==> src/hw/rtl/wtrl_pkg.sv <==
`timescale 1ns / 1ps
// ----------------------------------------------------------------------------
// wtrl_pkg
// Shared constants for the window and token rate limiter: default widths, the
// refill period, request type codes, register indexes, register reset values.
// ----------------------------------------------------------------------------
package wtrl_pkg;

  // default widths of timestamps and counters
  localparam int TIME_WIDTH_DEF  = 32;
  localparam int COUNT_WIDTH_DEF = 16;

  // one token is credited per refill period
  localparam int REFILL_MS   = 1000;
  localparam int REFILL_BITS = $clog2(REFILL_MS);

  // request type codes
  localparam logic [1:0] REQ_ADMIT = 2'd0;
  localparam logic [1:0] REQ_RESET = 2'd1;
  localparam logic [1:0] REQ_QUERY = 2'd2;

  // register indexes
  localparam logic [1:0] REG_MAX_REQ    = 2'd0;
  localparam logic [1:0] REG_WINDOW_LEN = 2'd1;
  localparam logic [1:0] REG_BURST      = 2'd2;

  // register reset values
  localparam int MAX_REQ_RST    = 16;
  localparam int WINDOW_LEN_RST = 1000;
  localparam int BURST_RST      = 16;

endpackage

==> src/hw/rtl/window_and_token_rate_limiter_unit.sv <==
`timescale 1ns / 1ps
// ----------------------------------------------------------------------------
// window_and_token_rate_limiter_unit
// Each item passes through the input register, then the result register, and
// the result is offered from the result register. Throughput: one item per
// cycle while the result side does not stall; the limiter state feeds back
// through one pass of logic (window compare, refill multiply by the reciprocal
// of 1000, grant) and updates as the item leaves the input register. Reset
// (rst_n low, synchronous) empties both registers, restarts the window at time 0
// and fills the bucket to the reset burst size.
// ----------------------------------------------------------------------------
module window_and_token_rate_limiter_unit
  import wtrl_pkg::*;
#(
  parameter int TIME_WIDTH  = TIME_WIDTH_DEF,
  parameter int COUNT_WIDTH = COUNT_WIDTH_DEF,
  localparam int CFG_DW     = (TIME_WIDTH > 32 || COUNT_WIDTH > 32) ? 64 : 32,
  localparam int ADDR_LSB   = (CFG_DW > 32) ? 3 : 2,
  localparam int CFG_AW     = ADDR_LSB + 2
) (
  input  logic                   clk,
  input  logic                   rst_n,

  // input channel
  input  logic                   in_valid,
  output logic                   in_stall,
  input  logic [1:0]             in_req_type,
  input  logic [TIME_WIDTH-1:0]  in_now_ms,

  // result channel
  output logic                   out_valid,
  input  logic                   out_stall,
  output logic                   out_granted,
  output logic [TIME_WIDTH-1:0]  out_window_remaining_ms,
  output logic [COUNT_WIDTH-1:0] out_window_count,
  output logic [COUNT_WIDTH-1:0] out_tokens_left,

  // configuration port
  input  logic                   psel,
  input  logic                   penable,
  input  logic                   pwrite,
  input  logic [CFG_AW-1:0]      paddr,
  input  logic [CFG_DW-1:0]      pwdata,
  output logic [CFG_DW-1:0]      prdata,
  output logic                   pready
);

  // quotient operand width: large enough to cover every credit below the burst
  localparam int QW     = COUNT_WIDTH + REFILL_BITS;
  localparam int SHIFT  = QW + REFILL_BITS;
  localparam int PW     = 2 * QW + 1;
  localparam int CMP_W  = (TIME_WIDTH > QW) ? TIME_WIDTH : QW;
  localparam logic [QW:0] RECIP =
    (QW + 1)'(((64'd1 << SHIFT) / 64'(REFILL_MS)) + 64'd1);

  // configuration registers
  logic [COUNT_WIDTH-1:0] max_req_r;
  logic [TIME_WIDTH-1:0]  win_len_r;
  logic [COUNT_WIDTH-1:0] burst_r;

  // limiter state
  logic [TIME_WIDTH-1:0]  win_start_r, win_start_nxt;
  logic [COUNT_WIDTH-1:0] req_cnt_r, req_cnt_nxt;
  logic [COUNT_WIDTH-1:0] tok_r, tok_nxt;
  logic [TIME_WIDTH-1:0]  refill_r, refill_nxt;

  // input register
  logic                   s1_v_r;
  logic [1:0]             s1_type_r;
  logic [TIME_WIDTH-1:0]  s1_now_r;

  // result register
  logic                   out_v_r;
  logic                   granted_r, granted_nxt;
  logic [TIME_WIDTH-1:0]  remain_r, remain_nxt;
  logic [COUNT_WIDTH-1:0] cnt_out_r;
  logic [COUNT_WIDTH-1:0] tok_out_r;

  logic                   out_free;
  logic                   s1_adv;
  logic                   in_xfer;
  logic                   cfg_wr;
  logic [1:0]             cfg_idx;

  // datapath signals
  logic                   is_admit, is_reset;
  logic [TIME_WIDTH-1:0]  el_win;
  logic                   expired;
  logic                   restart;
  logic [TIME_WIDTH-1:0]  since_refill;
  logic                   refill_due;
  logic [CMP_W-1:0]       since_ext;
  logic [COUNT_WIDTH-1:0] room;
  logic [QW-1:0]          room_ms;
  logic [PW-1:0]          prod;
  logic [COUNT_WIDTH-1:0] credit;
  logic                   fill_up;
  logic [COUNT_WIDTH-1:0] tok_ref;
  logic [COUNT_WIDTH-1:0] cnt_eff;

  // handshake
  assign out_free = !out_v_r || !out_stall;
  assign s1_adv   = s1_v_r && out_free;
  assign in_stall = s1_v_r && !out_free;
  assign in_xfer  = in_valid && !in_stall;

  // configuration decode
  assign pready  = 1'b1;
  assign cfg_idx = paddr[CFG_AW-1:ADDR_LSB];
  assign cfg_wr  = psel && penable && pwrite;

  always_comb begin
    prdata = '0;
    unique case (cfg_idx)
      REG_MAX_REQ:    prdata = CFG_DW'(max_req_r);
      REG_WINDOW_LEN: prdata = CFG_DW'(win_len_r);
      REG_BURST:      prdata = CFG_DW'(burst_r);
      default:        prdata = '0;
    endcase
  end

  always_ff @(posedge clk) begin
    if (!rst_n) begin
      max_req_r <= COUNT_WIDTH'(MAX_REQ_RST);
      win_len_r <= TIME_WIDTH'(WINDOW_LEN_RST);
      burst_r   <= COUNT_WIDTH'(BURST_RST);
    end else if (cfg_wr) begin
      unique case (cfg_idx)
        REG_MAX_REQ:    max_req_r <= pwdata[COUNT_WIDTH-1:0];
        REG_WINDOW_LEN: win_len_r <= pwdata[TIME_WIDTH-1:0];
        REG_BURST:      burst_r   <= pwdata[COUNT_WIDTH-1:0];
        default:        ;
      endcase
    end
  end

  // input register
  always_ff @(posedge clk) begin
    if (!rst_n) begin
      s1_v_r <= 1'b0;
    end else if (in_xfer) begin
      s1_v_r <= 1'b1;
    end else if (s1_adv) begin
      s1_v_r <= 1'b0;
    end
  end

  always_ff @(posedge clk) begin
    if (in_xfer) begin
      s1_type_r <= in_req_type;
      s1_now_r  <= in_now_ms;
    end
  end

  // request decode, unused code acts as a query
  always_comb begin
    is_admit = 1'b0;
    is_reset = 1'b0;
    case (s1_type_r)
      REQ_ADMIT: is_admit = 1'b1;
      REQ_RESET: is_reset = 1'b1;
      default:   ;
    endcase
  end

  // window expiry, elapsed time wraps with the timestamp
  assign el_win  = s1_now_r - win_start_r;
  assign expired = el_win >= win_len_r;
  assign restart = (is_admit && expired) || is_reset;

  // refill: credit = since_refill / 1000 by reciprocal multiply
  assign since_refill = s1_now_r - refill_r;
  assign refill_due   = since_refill >= TIME_WIDTH'(REFILL_MS);
  assign since_ext    = CMP_W'(since_refill);
  assign room         = burst_r - tok_r;
  assign room_ms      = QW'(room) * QW'(REFILL_MS);
  assign prod         = PW'(since_ext[QW-1:0]) * PW'(RECIP);
  assign credit       = prod[SHIFT +: COUNT_WIDTH];
  // bucket reaches capacity when already full or credit covers the room
  assign fill_up      = (tok_r >= burst_r) || (since_ext >= CMP_W'(room_ms));

  always_comb begin
    tok_ref = tok_r;
    if (refill_due) begin
      tok_ref = fill_up ? burst_r : tok_r + credit;
    end
  end

  assign cnt_eff = expired ? '0 : req_cnt_r;

  // next state and result
  always_comb begin
    win_start_nxt = win_start_r;
    req_cnt_nxt   = req_cnt_r;
    tok_nxt       = tok_r;
    refill_nxt    = refill_r;
    granted_nxt   = 1'b0;
    if (is_admit) begin
      if (expired) begin
        win_start_nxt = s1_now_r;
      end
      if (refill_due) begin
        refill_nxt = s1_now_r;
      end
      req_cnt_nxt = cnt_eff;
      tok_nxt     = tok_ref;
      if (cnt_eff < max_req_r && tok_ref != '0) begin
        granted_nxt = 1'b1;
        req_cnt_nxt = cnt_eff + COUNT_WIDTH'(1);
        tok_nxt     = tok_ref - COUNT_WIDTH'(1);
      end
    end else if (is_reset) begin
      win_start_nxt = s1_now_r;
      req_cnt_nxt   = '0;
      tok_nxt       = burst_r;
      refill_nxt    = s1_now_r;
    end
  end

  // a restarted window has its full length left
  always_comb begin
    if (restart) begin
      remain_nxt = win_len_r;
    end else if (expired) begin
      remain_nxt = '0;
    end else begin
      remain_nxt = win_len_r - el_win;
    end
  end

  // state update as the item leaves the input register
  always_ff @(posedge clk) begin
    if (!rst_n) begin
      win_start_r <= '0;
      req_cnt_r   <= '0;
      tok_r       <= COUNT_WIDTH'(BURST_RST);
      refill_r    <= '0;
    end else if (s1_adv) begin
      win_start_r <= win_start_nxt;
      req_cnt_r   <= req_cnt_nxt;
      tok_r       <= tok_nxt;
      refill_r    <= refill_nxt;
    end
  end

  // result register
  always_ff @(posedge clk) begin
    if (!rst_n) begin
      out_v_r <= 1'b0;
    end else if (s1_adv) begin
      out_v_r <= 1'b1;
    end else if (!out_stall) begin
      out_v_r <= 1'b0;
    end
  end

  always_ff @(posedge clk) begin
    if (s1_adv) begin
      granted_r <= granted_nxt;
      remain_r  <= remain_nxt;
      cnt_out_r <= req_cnt_nxt;
      tok_out_r <= tok_nxt;
    end
  end

  assign out_valid               = out_v_r;
  assign out_granted             = granted_r;
  assign out_window_remaining_ms = remain_r;
  assign out_window_count        = cnt_out_r;
  assign out_tokens_left         = tok_out_r;

endmodule

==> config.mk <==
export PLATFORM = sky130hd
export DESIGN_NAME = window_and_token_rate_limiter_unit
export DESIGN_NICKNAME = d
export VERILOG_FILES = /design/src/hw/rtl/wtrl_pkg.sv /design/src/hw/rtl/window_and_token_rate_limiter_unit.sv
export SDC_FILE = /design/constraint.sdc
export NUM_CORES = 2
export LEC_CHECK = 0
export BUFFER_PORTS_ARGS = -buffer_cell sky130_fd_sc_hd__buf_2
export CAP_MARGIN = 20
export CORE_MARGIN = 5
export CORE_UTILIZATION = 25
export CTS_BUF_LIST = sky130_fd_sc_hd__clkbuf_16
export CTS_CLUSTER_DIAMETER = 80
export DETAILED_ROUTE_END_ITERATION = 10
export SYNTH_ARGS = -nofsm -noshare
export SYNTH_HDL_FRONTEND = slang
export SYNTH_SLANG_ARGS = --single-unit
==> constraint.sdc <==
create_clock -name clk -period 15.9 [get_ports clk]
set_clock_uncertainty 0.05 [all_clocks]
set_input_delay 1.59 -clock clk [delete_from_list [all_inputs] [get_ports clk]]
set_output_delay 1.59 -clock clk [all_outputs]
set_load 0.005 [all_outputs]
Yosys cells after proc, flatten, opt, wreduce, memory -nomap -nowiden
Cells that the tools add are included.
- magnitude comparators: 5
- $mul: 2
- add/subtract/negate cells: 7
- reduce and logical (&&, ||, !) cells: 24
- equality and inequality tests: 6
- muxes and demuxes: 24
- operator list (operator ; count):
    two-way mux 32 bit ; 7
    two-way mux 16 bit ; 9
    one-hot mux 32 bit (3 select lines) ; 1
    subtractor 32 bit ; 3
    multiplier 26 x 27 -> 52 bit (second input constant) ; 1
    >= comparator 32 x 10 -> 1 bit (second input constant) ; 1
    >= comparator 32 x 26 -> 1 bit ; 1
    >= comparator 32 bit ; 1
    multiplier 16 x 7 -> 23 bit (second input constant) ; 1
    adder 16 x 1 -> 16 bit (second input constant) ; 1
    adder 16 bit ; 1
    >= comparator 16 bit ; 1
    less-than comparator 16 bit ; 1
    nonzero test 16 bit ; 1
    subtractor 16 x 1 -> 16 bit (second input constant) ; 1
    subtractor 16 bit ; 1
    logical AND 1 bit ; 7
    two-way mux 1 bit ; 7
    inequality test 2 x 1 -> 1 bit (second input constant) ; 3
    AND reduction 2 bit ; 3
    AND reduction 3 bit ; 2
    == test 2 x 1 -> 1 bit (second input constant) ; 2
    zero test 1 bit ; 4
    zero test 2 bit ; 2
    other kinds (3) ; 6
- output and inout bits: 100
- logic and storage cells: 83
- input port bits: 77
- register bits after elaboration: 261

Depth between registers and ports, before layout
- word-level depth: 10
- depth in mapped cells: 57

Worst setup path after synthesis
No wires, ideal clock.
- path kind: reg-to-reg
- from: reg s1_now_r[0]
- to: reg tok_out_r[6] (netlist: out_tokens_left[6]), data pin
- arrival time: 12.469 ns
- path buffers: 1
- path slack: 3.110 ns
- stages on the path, launching flop included: 56
- cell sequence: edfxtp_1 -> inv_1 -> ha_1 -> inv_1 -> fa_1 -> a21oi_2 -> o2111ai_2 -> and4_1 -> nor4_2 -> o21ai_0 -> or4b_1 -> o21ai_1 -> inv_1 -> ha_1 -> inv_1 -> ha_1 -> inv_1 -> fa_1 -> [... 20 more ...] -> nor2_1 -> ha_1 -> or2_2 -> a21oi_1 -> a211o_1 -> a31oi_1 -> a21o_1 -> a21oi_1 -> xor2_1 -> or3_1 -> a211oi_1 -> a221o_1 -> and4b_1 -> and4_1 -> buf_4 -> nor4b_1 -> mux2_1 -> a2bb2oi_1
- word-level cells in the longest chain between the ends: 9
- ends and longest elaborated chain (what ; line ; text):
    start: declaration ; window_and_token_rate_limiter_unit.sv:70 ; logic [TIME_WIDTH-1:0] s1_now_r;
    start signal: assignment ; window_and_token_rate_limiter_unit.sv:151 ; s1_now_r <= in_now_ms;
    branches (longest 7 deep; another with multiplier 26 x 27 -> 52 bit) ; - ;
    two-way mux 16 bit (*) ; window_and_token_rate_limiter_unit.sv:207 ; if (cnt_eff < max_req_r && tok_ref != '0) begin
    two-way mux 16 bit (*) ; window_and_token_rate_limiter_unit.sv:198 ; if (is_admit) begin
    via tok_nxt[6] ; window_and_token_rate_limiter_unit.sv:64 ; logic [COUNT_WIDTH-1:0] tok_r, tok_nxt;
    end signal: assignment ; window_and_token_rate_limiter_unit.sv:262 ; tok_out_r <= tok_nxt;
    end: declaration ; window_and_token_rate_limiter_unit.sv:77 ; logic [COUNT_WIDTH-1:0] tok_out_r;
Mark *: on every way through the listed nets, which the timed path passes.
A chain may end at the register's enable or synchronous reset.

Final worst setup path
Same ends and word-level chain as after synthesis.

==> run_results.csv <==
group,metric,value,unit
run_status,result_of_the_run,"completed",
placed_design,place.gp.congestion,0.901,
synth,yosys-mux-area-fraction,0.0107,
clock_tree,number_of_instances_resized_during_post_cts_repair,0,
worst_setup_path,critPathRequiredTime,16.16,ns
placed_design,post_dp_cell_area,34000,sq um
worst_setup_path,worstRegToRegCells,55,
final_layout,post_route_cells_drive_above_1_share,0.0855,
synth,synth-seq-cells,261,
clock_tree,cts_post_setup_buffers_inserted,0,
worst_setup_path,timing.setup.critical_path_class,"register to register",
worst_setup_path,critical_path.most_common_cell,"inv_1",
synth,post_synth_edffs,99,
synth,post-synth-top-area-fraction,0.197,
routing,routed_wl,91600,um
timing,timing.final.crit_share,0.918,
clock_tree,cts.path.max_buffers,3,
synth,synth_top_cell_by_area,"ha_1",
synth,post_synth_num_cell_types,98,
global_routing,via_count_of_the_first_global_routing_pass,25100,
floorplanning,die_h,363,um
timing,setup-violations-final,0,
synth,synth-main-ff-cell,"dfxtp_1",
synth,synth_nets,4396,
routing,drt-initial-drc-count,1687,
synth,dominant_combinational_cell_family_by_area_after_synthesis,"adder cells",
routing,detail_route.drc_violations,0,
routing,drt_pre_antenna_iters,6,
routing,via_count,25500,
timing,worst_hold_slack,0.402,ns
timing,max_freq,68.5,MHz
worst_setup_path,path_delay_family,"adder cells",
routing,postRouteAntennaNets,0,
worst_setup_path,startpoint_type,"register",
worst_setup_path,crit_path_capture,"out_tokens_left[6]",
worst_setup_path,max_stage_delay,0.55,ns
synth,synth_compound_gate_area_share,0.153,
final_layout,final_cell_area,35100,sq um
final_layout,finalNetCount,4550,
clock_tree,clockRootBuffer,"clkbuf_16",
synth,syn-mean-instance-area,8.73,sq um
worst_setup_path,startpoint,"s1_now_r[0]",
min_path,min-delay-path-class,"register to register",
synth,xor_xnor_share_of_the_synthesized_area,0.0412,
worst_setup_path,crit_path_end_kind,"register",
clock_tree,holdBufCountCts,0,
clock_tree,cts-buffers-inserted,30,
timing,final-hold-violation-count,0,
clock_tree,clock_insertion_delay_worst_skew,0.58,ns
routing,detail_route.wl_per_cell,17.0,um
worst_setup_path,path_buf_inv,9,
timing,rsz0062_at_grt,"false",
worst_setup_path,timing.rr.start,"s1_now_r[0]",
placed_design,io_buffer_count,173,
worst_setup_path,timing.critical_path.depth,55,
timing,final_max_slew_viol_count,0,
floorplanning,io-pin-count,177,
synth,synth_adder_area_share,0.366,
global_routing,grt.total_usage,0.136,
global_routing,grt_pass1_wl,143000,um
synth,synthesis.area,31100,sq um
routing,avgViaCountPerCell,4.73,
clock_tree,tritoncts,"yes",
synth,synthArstFlopShare,0,
worst_setup_path,timing.critical_path.arrival,14.86,ns
floorplanning,initial_utilization,0.251,
worst_setup_path,critPathSlowestCell,"fa_1",
floorplanning,die_ar,132000,sq um
synth,yosys_warnings,0,
job,timing.max_cap.violations,0,
floorplanning,design.core.area,124000,sq um
clock_tree,clkTransAtPathRegs,0.07,ns
timing,worst_pin_slew,1.00,ns
placed_design,post-dp-hpwl,74600,um
worst_setup_path,cp_max_fo,20,
synth,synth.yosys.seq_area_share,0.200,
floorplanning,die-width,363,um
clock_tree,htree_num_levels,1,
floorplanning,num_rows,129,
timing,period_minus_slack,14.60,ns
synth,synthesized_instance_count,3565,
global_routing,overflow,0,
timing,slew_headroom,0.332,
final_layout,synthToLayoutAreaGrowth,12.7,%
clock_tree,cts.sink_count,261,
worst_setup_path,regToRegSetupSlack,1.30,ns
worst_setup_path,worstReg2RegEnd,"out_tokens_left[6]",
global_routing,antenna_found_initial,11,
global_routing,grt_max_degree,82,
synth,synthSimpleGateAreaFrac,0.145,
timing,fin_setup_tns,0,ns
synth,ys_top_cells_by_area,"ha_1 20%, fa_1 17%, dfxtp_1 10%, edfxtp_1 9.5%, inv_1 7.1%",
kinds of logic (layout without fill, tap and decap cells):
group | after synthesis | in the layout
AO/OA/AOI/OAI | 744 | 744
AND/OR/NAND/NOR | 941 | 941
XOR/XNOR | 145 | 145
flip-flops | 261 | 261
other | 1 | 7
buffers and inverters | 686 | 864
multiplexers | 33 | 33
adder cells (fa/ha/maj) | 754 | 754
registers in the layout, summed over array words and instances (netlist names):
signal / count
s1_type_r: 2
out_window_remaining_ms: 32
out_valid: 1
out_window_count: 16
req_cnt_r: 16
win_start_r: 32
out_granted: 1
s1_v_r: 1
refill_r: 32
tok_r: 16
burst_r: 16
max_req_r: 16
win_len_r: 32
s1_now_r: 32
out_tokens_left: 16
worst min path at each step:
| stage | startpoint | to | slack (ns) | cells after the start |
|---|---|---|---|---|
| 4_1_cts | win_start_r[25] | win_start_r[25] | 0.41 | 2 |
| 2_1_floorplan | refill_r[10] | refill_r[10] | 0.39 | 2 |
| 3_5_place_dp | refill_r[27] | refill_r[27] | 0.40 | 2 |
| 3_3_place_gp | win_start_r[11] | win_start_r[11] | 0.39 | 2 |
| 5_1_grt | refill_r[5] | refill_r[5] | 0.42 | 2 |
| 6_report | refill_r[29] | refill_r[29] | 0.40 | 2 |
placed cells by master, fill, tap and decap left out, drive strengths merged, types with 31 or more instances in the layout:
| cell type | n |
|---|---|
| buf | 216 |
| a21oi | 254 |
| nand2 | 437 |
| xor2 | 64 |
| fa | 263 |
| a21o | 79 |
| ha | 491 |
| nor3 | 57 |
| xnor2 | 80 |
| edfxtp | 99 |
| nand4 | 36 |
| nor2 | 135 |
| dfxtp | 162 |
| and2 | 50 |
| o21ai | 150 |
| inv | 598 |
| nand3 | 52 |
| clkbuf | 33 |
| o21a | 31 |
tightest hold or removal path, cell delays in order, from the launching register on:
cell	delay, ns
dfxtp_1	0.31
nand2_1	0.05
a21oi_1	0.05
Yosys cell counts (30+ instances only):
cell,count
inv_1,591
ha_1,491
nand2_1,437
fa_1,263
a21oi_1,253
dfxtp_1,162
o21ai_0,145
nor2_1,135
edfxtp_1,99
xnor2_1,80
a21o_1,78
clkbuf_1,78
xor2_1,64
nor3_1,56
nand3_1,51
and2_1,48
nand4_1,35
o21a_1,31
mux2i_1,30
cell type report:
cell class | count | area [sq um]
antenna | 6 | 15.0
clock buffer | 33 | 826
clock inverter | 23 | 216
fill | 13100 | 88700
inverter | 592 | 2230
multi-input combinational | 2618 | 22400
sequential | 261 | 6220
tap | 1637 | 2050
timing repair buffer | 216 | 1190
metal layers:
metal,part of all wire,vias to the layer above,wire [um],track usage
met3,0.052,119,4810,0.0164
met4,0.024,6,2170,0.0313
met2,0.47,687,43200,0.233
met5,0.00024,-,22,0
li1,-,12400,-,-
met1,0.45,12200,41500,0.182
per-stage QoR:
step | utilization | std cells | setup WS (ns)
2_1_floorplan | - | 3565 | 3.11
3_3_place_gp | 0.275 | 5324 | 1.42
3_5_place_dp | 0.275 | 5324 | 1.34
4_1_cts | 0.283 | 5380 | 1.34
5_1_grt | 0.283 | 5380 | 0.435
6_report | 0.283 | 5386 | 1.30
Power is left out: the tool's default activity adds up to more than one toggle a clock period on the data nets, which glitch-free logic cannot reach.
